<file path="config.mk">
export PLATFORM = sky130hd
export DESIGN_NAME = cbez_div
export DESIGN_NICKNAME = d
export VERILOG_FILES = /design/src/hdl/cubic_bezier_eval_arc_length_defines.svh /design/src/hdl/cbez_pkg.sv /design/src/hdl/cbez_div.sv
export SDC_FILE = /design/constraint.sdc
export NUM_CORES = 1
export LEC_CHECK = 0
export BUFFER_PORTS_ARGS = -buffer_cell sky130_fd_sc_hd__buf_4
export CORE_ASPECT_RATIO = 0.75
export CORE_MARGIN = 2
export CORE_UTILIZATION = 45
export CTS_CLUSTER_SIZE = 25
export DETAILED_ROUTE_END_ITERATION = 8
export GPL_ROUTABILITY_DRIVEN = 0
export PLACE_DENSITY = 0.66
export SETUP_SLACK_MARGIN = 0.3
export SYNTH_ARGS = -nofsm -noshare
export SYNTH_HDL_FRONTEND = slang
export SYNTH_SLANG_ARGS = --single-unit
</file>
<file path="constraint.sdc">
create_clock -name clk -period 4.7 [get_ports clk]
set_input_delay 0 -clock clk [delete_from_list [all_inputs] [get_ports clk]]
set_output_delay 0 -clock clk [all_outputs]
set_load 0.02 [all_outputs]
</file>
<file path="src/hdl/cubic_bezier_eval_arc_length_defines.svh">
// ----------------------------------------------------------------------------
// Cubic Bezier evaluator: assertion macros
// Shared concurrent assertion shorthands for the curve unit.
// ----------------------------------------------------------------------------
`ifndef CUBIC_BEZIER_EVAL_ARC_LENGTH_DEFINES_SVH
`define CUBIC_BEZIER_EVAL_ARC_LENGTH_DEFINES_SVH

// same-cycle implication, disabled in reset
`define CBEZ_ASSERT_IMP(lbl, ck, rst_n, ante, cons, msg) \
	lbl: assert property (@(posedge ck) disable iff (!rst_n) (ante) |-> (cons)) \
		else $error(msg);

// next-cycle implication, disabled in reset
`define CBEZ_ASSERT_NXT(lbl, ck, rst_n, ante, cons, msg) \
	lbl: assert property (@(posedge ck) disable iff (!rst_n) (ante) |=> (cons)) \
		else $error(msg);

`endif

</file>
<file path="src/hdl/cbez_pkg.sv">
// ----------------------------------------------------------------------------
// Cubic Bezier evaluator package
// Opcodes, register indexes and fixed field widths.
// ----------------------------------------------------------------------------
package cbez_pkg;

	localparam int COORD_W   = 32;
	localparam int CFG_IDX_W = 4;
	localparam int NUM_REGS  = 8;

	// chord length: floor sqrt of a 65-bit sum of squares
	localparam int CHORD_W = 33;

	typedef enum logic [1:0] {
		OP_POINT   = 2'd0,
		OP_LENGTH  = 2'd1,
		OP_AT_DIST = 2'd2,
		OP_NONE    = 2'd3
	} op_t;

	localparam logic [2:0] REG_START_X  = 3'd0;
	localparam logic [2:0] REG_START_Y  = 3'd1;
	localparam logic [2:0] REG_GUIDE1_X = 3'd2;
	localparam logic [2:0] REG_GUIDE1_Y = 3'd3;
	localparam logic [2:0] REG_GUIDE2_X = 3'd4;
	localparam logic [2:0] REG_GUIDE2_Y = 3'd5;
	localparam logic [2:0] REG_END_X    = 3'd6;
	localparam logic [2:0] REG_END_Y    = 3'd7;

endpackage

</file>
<file path="src/hdl/cbez_div.sv">
// ----------------------------------------------------------------------------
// Iterative divider
// Restoring long division, one quotient bit per cycle.
// ----------------------------------------------------------------------------
module cbez_div
	import cbez_pkg::*;
#(
	parameter int DW = 25,
	parameter int QW = 17,
	parameter int CW = 5
) (
	input  logic               clk,
	input  logic               arst_n,
	input  logic               start,
	input  logic [CHORD_W-1:0] rem_init,
	input  logic [DW-1:0]      dvd_init,
	input  logic [CW-1:0]      steps,
	input  logic [CHORD_W-1:0] divisor,
	output logic               done,
	output logic [QW-1:0]      quo
);

	logic [CW-1:0]      cnt_q;
	logic               done_q;
	logic [CHORD_W-1:0] r_q;
	logic [CHORD_W-1:0] dvs_q;
	logic [DW-1:0]      dvd_q;
	logic [QW-1:0]      quo_q;
	logic [CHORD_W:0]   r2;
	logic               ge;

	// trial subtract of the shifted partial remainder
	assign r2 = {r_q, dvd_q[DW-1]};
	assign ge = r2 >= {1'b0, dvs_q};

	always_ff @(posedge clk or negedge arst_n) begin
		if (!arst_n) begin
			cnt_q  <= '0;
			done_q <= 1'b0;
		end else begin
			done_q <= 1'b0;
			if (start) begin
				cnt_q <= steps;
			end else if (cnt_q != '0) begin
				cnt_q <= cnt_q - CW'(1);
				if (cnt_q == CW'(1)) begin
					done_q <= 1'b1;
				end
			end
		end
	end

	// datapath
	always_ff @(posedge clk) begin
		if (start) begin
			r_q   <= rem_init;
			dvd_q <= dvd_init;
			dvs_q <= divisor;
			quo_q <= '0;
		end else if (cnt_q != '0) begin
			r_q   <= ge ? CHORD_W'(r2 - {1'b0, dvs_q}) : r2[CHORD_W-1:0];
			dvd_q <= {dvd_q[DW-2:0], 1'b0};
			quo_q <= {quo_q[QW-2:0], ge};
		end
	end

	assign done = done_q;
	assign quo  = quo_q;

endmodule

</file>
==> run metrics <==
Mean Syn Cell Area=~11 sq um; antenna viol nets, final=0; Initial Util=46.2%; worst setup path startpoint=dvd_q[24]; clock transition at the registers of the reported paths=~0.06 ns; DP HPWL=approximately 11000 um; syn nets=roughly 740; final setup violation count=0; Slew @ Worst Pin=about 1.2 ns; Initial DRC Count=slightly above 300; DIE WIDTH=145 um; Post-Route Utilization=64.4%; VDD IR-drop max=about 0.38 mV; Synth async-reset ratio=5.26%; Total GRT Usage=between 20 and 25%; crit path max fanout=27; fin crit share=between 80 and 90%; Pins Over Slew Limit=0; Power Density=roughly 570 nW/um^2; largest cells by area after synthesis=edfxtp_1 (41%), mux2_2 (9.1%), ha_1 (6.8%), dfxtp_1 (5.1%), nand2_1 (4.1%); critical path capture point type=flip-flop; Main synth FF type=edfxtp_1; total number of vias=between 5000 and 6000; first-pass GRT wire length=~26000 um; Mapped Cells=approximately 600; Worst Skew=0.0154 ns; initial antenna violation count=0; Slew headroom=between 10% and 20%; pin count of the biggest net entering global routing=78; Clock H-tree levels=4; num ports=around 120; status=finished, final reports clean; average wire per standard cell=around 16 um; TritonCTS clock tree=yes; FF-to-FF setup slack=0.73 ns; Synth area leader=edfxtp_1; max cap viols=0; final wirelength=roughly 16000 um; Leak Pwr=approximately 4 nW; drt pass-1 iters=5; synthesized area=around 6700 sq um; Syn-to-layout area delta=39.5%; top-area cell type share of the netlist area=between 40 and 50%; r2r worst-path depth=14; input/output buffers=about 120; final net count=approximately 950; fin crit period=3.97 ns; CTS buffer count=17; DR vias/cell=5.20; critical path type=reg2reg; CP arrival=between 4 and 5 ns; Die Y=roughly 110 um; Hold WC Path Type=in2reg; Post-synth EDFFs=91; Worst-Skew Late Latency=between 0.4 and 0.5 ns; vias in the first global route=approximately 5300; Filler Cell Count=approximately 1200; GR Overflow Total=0; core area=14500 sq um; sequential area share after synthesis=48.3%; RR Endpoint=r_q[5]; TNS Setup=0 ns; Post-CTS Setup Bufs=0; Register Area=between 3000 and 4000 sq um; overall power=around 5.3 mW; CTS root buf=clkbuf_16; RSZ-0062 raised after global routing=no; Remaining DRCs=0; area occupied by multi-input gates=3190 sq um; Clock Sink Count=between 100 and 150; row count=38; CP required=between 4 and 5 ns; R2R Path Start=dvd_q[24]; crit start category=flip-flop; Warnings, synthesis=0; capture point of the worst path=r_q[5]; layout cell share with drive strength beyond 1=between 20 and 30%; Die Footprint=between 15000 and 20000 sq um; Clock Path Buffers=2; Distinct cells, synth=62; antenna cells=0; Yosys reg bits=between 100 and 150; fmax=0.252 GHz; Hold Fails Final Rpt=0
## worst min path at each step
stage | startpoint | end | slack [ns] | cells after the start
final | start | dvs_q[4] | 0.13 | 1
after global routing | start | dvs_q[4] | 0.15 | 1
after CTS | start | dvs_q[4] | 0.13 | 1
after detailed placement | arst_n | done | -0.19 | 1
after global placement | arst_n | cnt_q[2] | -0.19 | 1
after floorplan | arst_n | cnt_q[0] | -0.30 | 0
## logic make-up (layout without fill, tap and decap cells)
family,after synthesis,in the layout,share of synthesized area (%)
AO/OA/AOI/OAI,132,132,13.1
XOR/XNOR,33,33,4.33
adder cells (fa/ha/maj),37,37,7.05
buffers and inverters,63,287,3.90
flip-flops,114,114,48.3
multiplexers,79,79,13.2
AND/OR/NAND/NOR,141,141,10.1
## report_power, final
group	total, mW	internal, mW	switching (mW)
clock network	1.36	0.854	0.503
logic	2.48	1.18	1.30
registers	1.51	1.39	0.123
## cell usage after synthesis, drive strengths merged (2+ instances only)
library cell   n
nor3           9
inv           38
and2           2
a221o          2
edfxtp        91
o31ai          5
a21o          15
and3           4
nand3          4
clkbuf        21
nor2          21
dfrtp          6
mux2          71
ha            36
a41oi          2
nand2b         3
a211oi         7
a21oi         51
xor2          15
nand4b         2
dfxtp         17
or3            2
o21a           5
nor2b          5
xnor2         18
a2111oi        2
nand2         74
o211ai         4
buf            4
nand4          7
and3b          2
o21ai         29
mux2i          8
## cell usage in the layout, fill, tap and decap left out, drive strengths merged, types with 3 or more instances in the layout
cell type	count
nand2	74
o211ai	4
clkinvlp	4
buf	119
o21ai	29
ha	36
nor2	21
and3	4
nor3	9
a21o	15
o21a	5
inv	43
dfxtp	17
clkbuf	18
nand4	7
dfrtp	6
bufinv	3
edfxtp	91
nand2b	3
mux2	71
nand3	4
o31ai	5
dlygate4sd3	98
xor2	15
mux2i	8
a211oi	7
xnor2	18
nor2b	5
a21oi	51
## stage by stage
| stage | cells | cell area (sq um) | setup WS, ns | hold slack (ns) |
|---|---|---|---|---|
| after detailed placement | 893 | 7710 | 0.778 | -0.190 |
| after CTS | 1023 | 9310 | 0.750 | 0.134 |
| after global routing | 1023 | 9310 | 0.466 | 0.152 |
| after global placement | 893 | 7710 | 0.930 | -0.190 |
| final | 1023 | 9310 | 0.729 | 0.133 |
| after floorplan | 599 | 6670 | 1.31 | -0.296 |
## registers in the layout, indices dropped and copies added, names as in the netlist
signal and flops:
r_q 33, dvd_q 25, dvs_q 33, quo 17, cnt_q 5, done 1
## area by class of cell
cell class              instances  share of cell area, %
clock buffers                  18                   4.72
clock inverters                14                   1.90
inverters                      38                   1.53
multi-input cells             422                   34.3
flip-flops and latches        114                   34.6
well taps                     200                   2.69
repair buffers                217                   20.3
## routing by layer
| metal | part of all wire (%) | track usage (%) |
|---|---|---|
| met5 | 0 | 0 |
| met2 | 47 | 34.9 |
| met3 | 5.6 | 5.57 |
| met1 | 46 | 28.4 |
| met4 | 1.3 | 6.93 |
## worst max-delay path, stage by stage, from the launching register on
cell and delay [ns]:
edfxtp_1 0.36, inv_1 0.08, ha_1 0.17, inv_1 0.06
fa_1 0.43, a211oi_2 0.30, nor4b_2 0.10, a2111oi_4 0.53
o211ai_2 0.18, nand2_2 0.14, o21ai_2 0.09, a21oi_4 0.37
buf_12 0.27, mux2_2 0.36, mux2_2 0.26
## timing repair
| action | 4_1_cts | 5_1_grt |
|---|---|---|
| hold endpoints to repair | 102 | 0 |
| hold buffers | 98 | 0 |
| gates resized for setup | 0 | 0 |
No activity file was read; power rests on OpenSTA's default activity.
