<file path="src/hdl/cubic_bezier_eval_arc_length_defines.svh">
// ----------------------------------------------------------------------------
// Cubic Bezier evaluator: assertion macros
// Shared concurrent assertion shorthands for the curve unit.
// ----------------------------------------------------------------------------
`ifndef CUBIC_BEZIER_EVAL_ARC_LENGTH_DEFINES_SVH
`define CUBIC_BEZIER_EVAL_ARC_LENGTH_DEFINES_SVH

// same-cycle implication, disabled in reset
`define CBEZ_ASSERT_IMP(lbl, ck, rst_n, ante, cons, msg) \
	lbl: assert property (@(posedge ck) disable iff (!rst_n) (ante) |-> (cons)) \
		else $error(msg);

// next-cycle implication, disabled in reset
`define CBEZ_ASSERT_NXT(lbl, ck, rst_n, ante, cons, msg) \
	lbl: assert property (@(posedge ck) disable iff (!rst_n) (ante) |=> (cons)) \
		else $error(msg);

`endif

</file>
<file path="src/hdl/cbez_pkg.sv">
// ----------------------------------------------------------------------------
// Cubic Bezier evaluator package
// Opcodes, register indexes and fixed field widths.
// ----------------------------------------------------------------------------
package cbez_pkg;

	localparam int COORD_W   = 32;
	localparam int CFG_IDX_W = 4;
	localparam int NUM_REGS  = 8;

	// chord length: floor sqrt of a 65-bit sum of squares
	localparam int CHORD_W = 33;

	typedef enum logic [1:0] {
		OP_POINT   = 2'd0,
		OP_LENGTH  = 2'd1,
		OP_AT_DIST = 2'd2,
		OP_NONE    = 2'd3
	} op_t;

	localparam logic [2:0] REG_START_X  = 3'd0;
	localparam logic [2:0] REG_START_Y  = 3'd1;
	localparam logic [2:0] REG_GUIDE1_X = 3'd2;
	localparam logic [2:0] REG_GUIDE1_Y = 3'd3;
	localparam logic [2:0] REG_GUIDE2_X = 3'd4;
	localparam logic [2:0] REG_GUIDE2_Y = 3'd5;
	localparam logic [2:0] REG_END_X    = 3'd6;
	localparam logic [2:0] REG_END_Y    = 3'd7;

endpackage

</file>
<file path="src/hdl/cbez_isqrt.sv">
// ----------------------------------------------------------------------------
// Iterative square root
// Floor square root of a 65-bit value, one root bit per cycle.
// ----------------------------------------------------------------------------
module cbez_isqrt
	import cbez_pkg::*;
(
	input  logic               clk,
	input  logic               arst_n,
	input  logic               start,
	input  logic [64:0]        val,
	output logic               done,
	output logic [CHORD_W-1:0] root
);

	logic [5:0]         cnt_q;
	logic               done_q;
	logic [65:0]        src_q;
	logic [33:0]        rem_q;
	logic [CHORD_W-1:0] root_q;
	logic [35:0]        rem2;
	logic [35:0]        trial;
	logic               ge;

	// bring down the next bit pair, test 4*root+1
	assign rem2  = {rem_q, src_q[65:64]};
	assign trial = {1'b0, root_q, 2'b01};
	assign ge    = rem2 >= trial;

	always_ff @(posedge clk or negedge arst_n) begin
		if (!arst_n) begin
			cnt_q  <= '0;
			done_q <= 1'b0;
		end else begin
			done_q <= 1'b0;
			if (start) begin
				cnt_q <= 6'd33;
			end else if (cnt_q != '0) begin
				cnt_q <= cnt_q - 6'd1;
				if (cnt_q == 6'd1) begin
					done_q <= 1'b1;
				end
			end
		end
	end

	always_ff @(posedge clk) begin
		if (start) begin
			src_q  <= {1'b0, val};
			rem_q  <= '0;
			root_q <= '0;
		end else if (cnt_q != '0) begin
			src_q  <= {src_q[63:0], 2'b00};
			rem_q  <= ge ? 34'(rem2 - trial) : rem2[33:0];
			root_q <= {root_q[CHORD_W-2:0], ge};
		end
	end

	assign done = done_q;
	assign root = root_q;

endmodule

</file>
<file path="config.mk">
export PLATFORM = sky130hd
export DESIGN_NAME = cbez_isqrt
export DESIGN_NICKNAME = d
export VERILOG_FILES = /design/src/hdl/cubic_bezier_eval_arc_length_defines.svh /design/src/hdl/cbez_pkg.sv /design/src/hdl/cbez_isqrt.sv
export SDC_FILE = /design/constraint.sdc
export NUM_CORES = 1
export LEC_CHECK = 0
export ABC_AREA = 1
export BUFFER_PORTS_ARGS = -buffer_cell sky130_fd_sc_hd__buf_2
export CAP_MARGIN = 20
export CORE_ASPECT_RATIO = 1.2
export CORE_MARGIN = 5
export CORE_UTILIZATION = 50
export CTS_BUF_LIST = sky130_fd_sc_hd__clkbuf_4 sky130_fd_sc_hd__clkbuf_8 sky130_fd_sc_hd__clkbuf_16
export DETAILED_ROUTE_END_ITERATION = 12
export GPL_TIMING_DRIVEN = 0
export HOLD_SLACK_MARGIN = 0.06
export PLACE_DENSITY_LB_ADDON = 0.2
export SYNTH_ARGS = -nofsm -noshare
export SYNTH_HDL_FRONTEND = slang
export SYNTH_SLANG_ARGS = --single-unit
export TNS_END_PERCENT = 1
</file>
<file path="constraint.sdc">
create_clock -name clk -period 7.21 [get_ports clk]
set_clock_uncertainty 0.1 [all_clocks]
set_input_delay 1.0815 -clock clk [delete_from_list [all_inputs] [get_ports clk]]
set_output_delay 1.0815 -clock clk [all_outputs]
set_load 0.02 [all_outputs]
</file>
==> results of run 1 <==
-- registers in the layout (all words and copies together), names as in the netlist --
| register | flops |
|---|---|
| done | 1 |
| root | 33 |
| rem_q | 34 |
| src_q | 66 |
| cnt_q | 6 |
-- power by group through the flow --
stage	clock network, mW	logic (mW)	registers (mW)
2_1_floorplan	0	1.81	1.06
3_3_place_gp	0	2.31	1.06
3_5_place_dp	0	2.33	1.06
4_1_cts	0.914	2.35	1.05
5_1_grt	0.950	2.70	1.06
6_report	0.901	2.36	1.05
-- worst max-delay path, cell delays in order, from the launching register on --
cell and delay, ns:
dfrtp_1 0.35, inv_1 0.08, ha_1 0.22, inv_1 0.10, nor2_1 0.09, inv_1 0.19, nor2_1 0.08, inv_1 0.15
buf_2 0.73, buf_12 0.29
-- path summary, 6_finish.rpt --
check / cells past startpoint / startpoint / to
worst max-delay path: 9 / cnt_q[0] / src_q[48]
worst min-delay path: 2 / src_q[63] / src_q[65]
worst max register to register: 9 / cnt_q[0] / src_q[48]
worst min register to register: 2 / src_q[63] / src_q[65]
max in group asynchronous: 1 / arst_n / cnt_q[4]
min in group asynchronous: 1 / arst_n / done
-- cells by family (layout without fill, tap and decap cells) --
kind of cell             Yosys count  after routing  synth area share
adder cells (fa/ha/maj)           37             37            0.0550
AO/OA/AOI/OAI                     84             84            0.0568
flip-flops                       140            140             0.415
buffers and inverters            221            354             0.106
XOR/XNOR                          21             21            0.0219
AND/OR/NAND/NOR                  696            696             0.345
-- placed cells by master (no fill, tap or decap), types with 7 or more instances in the layout --
master and count:
a21oi_1 22, buf_1 7, buf_2 108, clkbuf_1 15, clkbuf_16 17, dfrtp_1 7, dfxtp_1 68, edfxtp_1 65
ha_1 37, inv_1 183, nand2_1 520, nand3_1 72, nand3b_1 24, nor2_1 50, nor2_2 7, o21ai_0 10
o21ai_1 12, o22ai_1 34, xnor2_1 19
-- cell type report --
cell class | instances | share of cell area
multi-input combinational | 838 | 0.411
sequential | 140 | 0.356
inverter | 184 | 0.0704
timing repair buffer | 101 | 0.0531
clock buffer | 17 | 0.0434
tap | 216 | 0.0276
buffer | 37 | 0.0211
clock inverter | 15 | 0.0176
-- through the flow --
| stage | power [mW] | util |
|---|---|---|
| 2_1_floorplan | 2.86 | - |
| 3_3_place_gp | 3.38 | 0.549 |
| 3_5_place_dp | 3.40 | 0.551 |
| 4_1_cts | 4.31 | 0.586 |
| 5_1_grt | 4.71 | 0.586 |
| 6_report | 4.31 | 0.586 |
-- per-layer routing --
metal | GRT usage | routed length [um] | up-vias
li1 | - | - | 3993
met1 | 0.274 | 9230 | 3452
met2 | 0.392 | 10700 | 152
met3 | 0.0404 | 845 | 33
met4 | 0.0875 | 627 | 0
met5 | 0 | 0 | -
==> results.yml, run 1 <==
clock_network:
  tritoncts: "yes"
  cts.root.buffer_cell: "clkbuf_16"
  hold_buffers: 0
  cts_setup_buffers: 0
  h-tree-depth: 4
  cts_made_buffers: 17
  clock_path_buffers: 2
  cts_resized: 0
  clock_sinks: 140
  cts.clk_slew.worst_paths_ns: 0.07
  clock_latency_ns: 0.43
finish:
  fillers: 1636
  instances_no_fill: 1548
  layout-drive-gt1-share: 0.125
  nets: 1424
  regArea_um2: 3490
  antenna_cells: 0
  multi_input_area_um2: 4030
  fin_area_um2: 9800
  area_growth_pct: 16.5
placement:
  place_hpwl_um: 16400
  dp_slack_ns: 4.10
  dp.cells: 1516
  gp_congestion: 0.945
  io_buffers: 100
  placed_area_um2: 9210
hold_path:
  hold_path_class: "reg -> reg"
routing:
  routed_wl_um: 21400
  firstDrtPassIters: 6
  drt-initial-drc-count: 526
  drc: 0
  viasPerCell: 4.93
  wire_per_inst_um: 13.8
  vias: 7630
  ant_nets: 0
run_status:
  status: "finished clean"
power:
  power_density_nw_per_um2: 439
  p_sw_frac: 0.457
  power.switching_mw: 1.97
  p_clk_frac: 0.209
  vdd_drop_max_v: 0.000287
  pwr-share-comb: 0.547
  p_leak_nw: 5.19
  intPower_mw: 2.34
  p_seq_frac: 0.244
yosys:
  post-synth-top-area-cell: "edfxtp_1"
  synth_area_leaders: "edfxtp_1 23%, nand2_1 23%, dfxtp_1 16%"
  synth_edf_count: 65
  avgSynthCellArea_um2: 7.02
  yosysSeqAreaShare: 0.415
  netlist_top_cells_count: "520 x nand2_1, 183 x inv_1, 72 x nand3_1"
  syn_nets: 1304
  netlist.area_leader.share: 0.232
  yosys.cell_types.count: 39
  yosys_most_used_dff: "dfxtp_1"
  async_flop_share: 0.0500
  syn_area_um2: 8410
  synth_most_common_cell: "nand2_1"
  ys_ff_latch: 140
  synth_cells: 1199
  ys_warn_count: 0
global_route:
  grt_pass1_wl_um: 35700
  grt_usage: 0.225
  grt_pass1_vias: 7664
  overflow: 0
  antenna_found_initial: 0
  grt_max_degree: 42
die:
  start_util: 0.503
  die_y_um: 152
  rows: 52
  die_area_um2: 19500
  dieWidth_um: 128
  core_area_um2: 16700
  pin_count: 102
critical_path:
  required_ns: 7.23
  arrival_ns: 2.73
  crit_path_max_fanout: 41
  endpoint_kind: "flop"
  startpoint_type: "flop"
  crit_type: "reg -> reg"
  rrSetupSlack_ns: 4.50
sta:
  worstMarginPinSlew_ns: 0.920
  hold_violations: 0
  max_slew_margin: 0.386
  setup_tns_ns: 0
  slew_violations: 0
  post-route-min-period_ns: 2.71
  rsz0062_at_grt: "false"
  holdWs_ns: 0.354
  fmax_ghz: 0.369
  setup_viol: 0
  finalCritPeriodShare: 0.376
  setup_ws_ns: 4.50
job:
  max-cap-violations: 0
Note: power is estimated with default switching activity, not from simulation.
==> run 2, diff against run 1 <==
clock period = 2.3 ns   (was 7.21 ns; I/O delays follow)
==> results.yml, run 2 (same netlist as run 1, synthesis figures left out) <==
critical_path:
  required_ns: 2.50
  crit_chain: "inv_1, ha_4, nand2_2, nor2_4, nand2_2, nor2_2, nand2_2, nand3_4, nand3_4, nand2_8, clkbuf_16, nand2_1, nand3_1, o21ai_1"
  r2r_end: "rem_q[9]"
  slowest_delay_ns: 0.32
  rr_startpoint: "root[14]"
  startpoint_type: "flop"
  endpoint_kind: "flop"
  path_delay_family: "simple AND/OR/NAND/NOR gates"
  rrSetupSlack_ns: 0.06
  crit_path_max_fanout: 7
  slowest_stage: "dfxtp_1"
  arrival_ns: 2.43
  rr_worst_depth: 14
  path_buf_inv: 2
  critPathMostFrequentCell: "nand2_2"
  crit_type: "reg -> reg"
job:
  max-cap-violations: 0
global_route:
  grt_pass1_vias: 7756
  grt_usage: 0.226
  grt_pass1_wl_um: 35900
  antenna_found_initial: 0
  overflow: 0
  grt_max_degree: 75
die:
  pin_count: 102
  rows: 52
  core_area_um2: 16700
  die_area_um2: 19500
  start_util: 0.503
  dieWidth_um: 128
  die_y_um: 152
clock_network:
  cts.clk_slew.worst_paths_ns: 0.06
  h-tree-depth: 4
  tritoncts: "yes"
  cts_made_buffers: 17
  cts.root.buffer_cell: "clkbuf_16"
  clock_sinks: 140
  clock_path_buffers: 2
  clock_latency_ns: 0.43
sta:
  holdWs_ns: 0.0773
  worstMarginPinSlew_ns: 0.604
  slew_violations: 0
  setup_viol: 0
  setup_ws_ns: 0.0621
  post-route-min-period_ns: 2.24
  fmax_ghz: 0.447
  hold_violations: 0
  finalCritPeriodShare: 0.973
  max_slew_margin: 0.598
  rsz0062_at_grt: "true"
placement:
  dp_slack_ns: -0.233
  placed_area_um2: 9190
  gp_congestion: 0.939
  place_hpwl_um: 16400
  io_buffers: 100
routing:
  ant_nets: 0
  wire_per_inst_um: 14.1
  drt-initial-drc-count: 413
  drc: 0
  vias: 7768
  routed_wl_um: 22000
  viasPerCell: 4.99
  firstDrtPassIters: 5
hold_path:
  hp-start: "val[0]"
  hold-path-cell-count: 3
  hold_path_class: "in -> reg"
  holdPathEnd: "src_q[0]"
run_status:
  status: "finished clean"
finish:
  layout-drive-gt1-share: 0.204
  top_register: "src_q"
  antenna_cells: 0
  fin_util: 0.627
  area_growth_pct: 24.6
  fin_area_um2: 10500
  largest_register_ffs: 66
  nets: 1432
  fillers: 1559
  layout_commonest_cell: "nand2_1"
  final_cell_mix: "503 x nand2_1, 158 x inv_1, 107 x buf_2"
power:
  fin_total_pwr_mw: 14.6
  p_leak_nw: 5.33
  power_density_nw_per_um2: 1390
  vdd_drop_max_v: 0.000829
run 2: cell types whose count changed in the layout (fill, tap and decap cells not counted), sizes merged:
cell / before / now
inv: 193 / 189
buf: 123 / 126
clkbuf: 32 / 35
clkinvlp: 0 / 2
bufinv: 1 / 2
clkinv: 5 / 6
dlygate4sd3: 0 / 1
nand2: 525 / 526
run 2: power breakdown:
group | switching (mW) | internal, mW
clock | 1.21 | 1.64
sequential | 0.322 | 3.08
combinational | 4.95 | 3.37
run 2: timing repair:
| action | in CTS | in global routing |
|---|---|---|
| gates cloned | 0 | 2 |
| endpoints found under the setup margin | 124 | 135 |
| pin swaps | 9 | 24 |
| setup buffers | 3 | 3 |
| endpoints found under the hold margin | 7 | 0 |
| gates resized for setup | 60 | 66 |
| hold buffers | 1 | 0 |
run 2: worst min-delay path, cell delays in order:
cell     delay [ns]
buf_2          0.07
nand2_1        0.04
inv_1          0.04
run 2: area by class of cell:
| type | count | area [um^2] | share of cell area |
|---|---|---|---|
| clock inverter | 15 | 181 | 0.0173 |
| sequential | 140 | 3500 | 0.334 |
| buffer | 37 | 248 | 0.0236 |
| tap | 216 | 270 | 0.0258 |
| inverter | 184 | 694 | 0.0662 |
| multi-input combinational | 839 | 4560 | 0.435 |
| timing repair buffer | 108 | 597 | 0.0569 |
| clock buffer | 17 | 425 | 0.0406 |
run 2: routing by layer:
layer / track usage / part of all wire
met1: 0.271 / 0.42
met2: 0.397 / 0.50
met3: 0.0351 / 0.044
met4: 0.0940 / 0.032
met5: 0 / 0
run 2: how the worst max path moves through the flow:
stage | from | end | slack, ns | cells past startpoint
finish | root[14] | rem_q[9] | 0.06 | 14
CTS | src_q[64] | rem_q[15] | -0.02 | 11
floorplan | root[1] | rem_q[13] | 0.06 | 12
global placement | cnt_q[0] | src_q[41] | -0.18 | 8
global route | root[7] | rem_q[28] | -0.08 | 16
detailed placement | cnt_q[0] | src_q[39] | -0.23 | 8
run 2: metrics by stage:
step / cells / TNS [ns]
final: 1556 / 0
after global routing: 1556 / -1.38
after CTS: 1551 / -0.122
after detailed placement: 1515 / -19.72
after global placement: 1515 / -15.09
after floorplan: 1199 / 0
==> run 3, diff against run 2 <==
CORE_ASPECT_RATIO = 0.9   (was 1.2)
==> results.yml, run 3 (same netlist as run 1, synthesis figures left out) <==
power:
  power_density_nw_per_um2: 1380
  p_leak_nw: 5.37
  vdd_drop_max_v: 0.000726
global_route:
  overflow: 0
  grt_pass1_vias: 7300
  antenna_found_initial: 1
  grt_pass1_wl_um: 35700
  grt_max_degree: 75
  grt_usage: 0.226
finish:
  fillers: 1520
  nets: 1442
  area_growth_pct: 25.1
  regArea_um2: 3510
  fin_util: 0.630
  antenna_cells: 0
  final_cell_mix: "500 x nand2_1, 155 x inv_1, 105 x buf_2"
  layout-drive-gt1-share: 0.222
  layout_commonest_cell: "nand2_1"
  largest_register_ffs: 66
  instances_no_fill: 1561
  multi_input_area_um2: 4600
  top_register: "src_q"
sta:
  worstMarginPinSlew_ns: 0.572
  hold_violations: 0
  finalCritPeriodShare: 0.984
  rsz0062_at_grt: "true"
  setup_ws_ns: 0.0365
  max_slew_margin: 0.619
  slew_violations: 0
  post-route-min-period_ns: 2.26
  holdWs_ns: 0.0731
  fmax_ghz: 0.442
  setup_viol: 0
placement:
  dp.cells: 1510
  dp_slack_ns: -0.223
  io_buffers: 100
  gp_congestion: 0.913
  place_hpwl_um: 16000
clock_network:
  cts_made_buffers: 17
  clock_path_buffers: 2
  h-tree-depth: 4
  tritoncts: "yes"
  cts.root.buffer_cell: "clkbuf_16"
  clock_latency_ns: 0.43
  cts.clk_slew.worst_paths_ns: 0.07
  clock_sinks: 140
hold_path:
  hold_path_class: "in -> reg"
  hold-path-cell-count: 3
critical_path:
  crit_type: "reg -> reg"
  arrival_ns: 2.48
  cp.depth: 15
  path_delay_family: "simple AND/OR/NAND/NOR gates"
  slowest_delay_ns: 0.33
  required_ns: 2.52
  endpoint_kind: "flop"
  crit_path_max_fanout: 10
  startpoint_type: "flop"
  slowest_stage: "dfxtp_1"
  crit_chain: "inv_1, ha_4, nand2_2, nor2_4, nand2_1, nor2_2, nand2_1, a21oi_2, nor2_4, buf_12, nand2_8, buf_8, nand2_1, nand3_1, nand2_1"
  path_buf_inv: 3
  critPathMostFrequentCell: "nand2_1"
  rr_worst_depth: 15
die:
  rows: 45
  die_area_um2: 19500
  pin_count: 102
  die_y_um: 133
  dieWidth_um: 147
  start_util: 0.503
  core_area_um2: 16700
routing:
  firstDrtPassIters: 5
  routed_wl_um: 22200
  drc: 0
  wire_per_inst_um: 14.2
  ant_nets: 0
  drt-initial-drc-count: 544
  vias: 7796
  viasPerCell: 4.99
run_status:
  status: "finished clean"
job:
  max-cap-violations: 0
## run 3: cell count changes in the layout (fill, tap and decap cells not counted), sizes merged
cell / change
nand2: -1
clkinvlp: -1
clkinv: -1
inv: +4
bufinv: -2
buf: +11
## run 3: worst reg2reg max path, delay by kind of cell, from the launching register on
kind / cells / cell delay (ns)
AOI/OAI and AO/OA: 1 / 0.18
DFF: 1 / 0.33
adders and majority gates: 1 / 0.30
and+or+nand+nor: 10 / 0.85
buffers and inverters: 3 / 0.39
## run 3: through the flow
stage          power [mW]  TNS (ns)  instance area, um^2
6_report             14.6         0                10500
5_1_grt              15.8     -6.52                10500
4_1_cts              13.7   -0.0411                10100
3_5_place_dp         10.6    -18.86                 9180
3_3_place_gp         10.5    -14.90                 9180
2_1_floorplan        8.97         0                 8420
## run 3: cell type report
class	instances	share of cell area
sequential	140	0.333
timing repair buffer	119	0.0625
tap	211	0.0251
clock inverter	15	0.0120
inverter	184	0.0657
clock buffer	17	0.0404
multi-input combinational	838	0.437
buffer	37	0.0244
## run 3: path summary, 6_finish.rpt
path,start,endpoint,slack (ns)
max in group asynchronous,arst_n,done,1.76
setup reg to reg,root[2],rem_q[26],0.04
min in group asynchronous,arst_n,cnt_q[1],0.18
hold / removal,val[15],src_q[15],0.07
setup / recovery,root[2],rem_q[26],0.04
hold reg to reg,rem_q[32],rem_q[32],0.36
## run 3: power by group
| part | internal, mW | switching (mW) | total [mW] |
|---|---|---|---|
| Combinational | 3.46 | 5.05 | 8.51 |
| Sequential | 3.08 | 0.330 | 3.40 |
| Clock | 1.42 | 1.23 | 2.65 |
## run 3: repair_timing
item / in CTS / in global routing
hold buffers: 1 / 0
endpoints found under the setup margin: 119 / 137
pin swaps: 4 / 31
hold endpoints to repair: 7 / 0
setup buffers: 2 / 16
gates resized for setup: 42 / 108
## run 3: layer usage
metal	vias to the layer above	share of wire	wire [um]	GRT usage
li1	4030	-	-	-
met1	3540	0.46	10300	0.301
met2	198	0.47	10400	0.371
met3	26	0.056	1250	0.0514
met4	2	0.013	298	0.0585
met5	-	0.00032	7	0
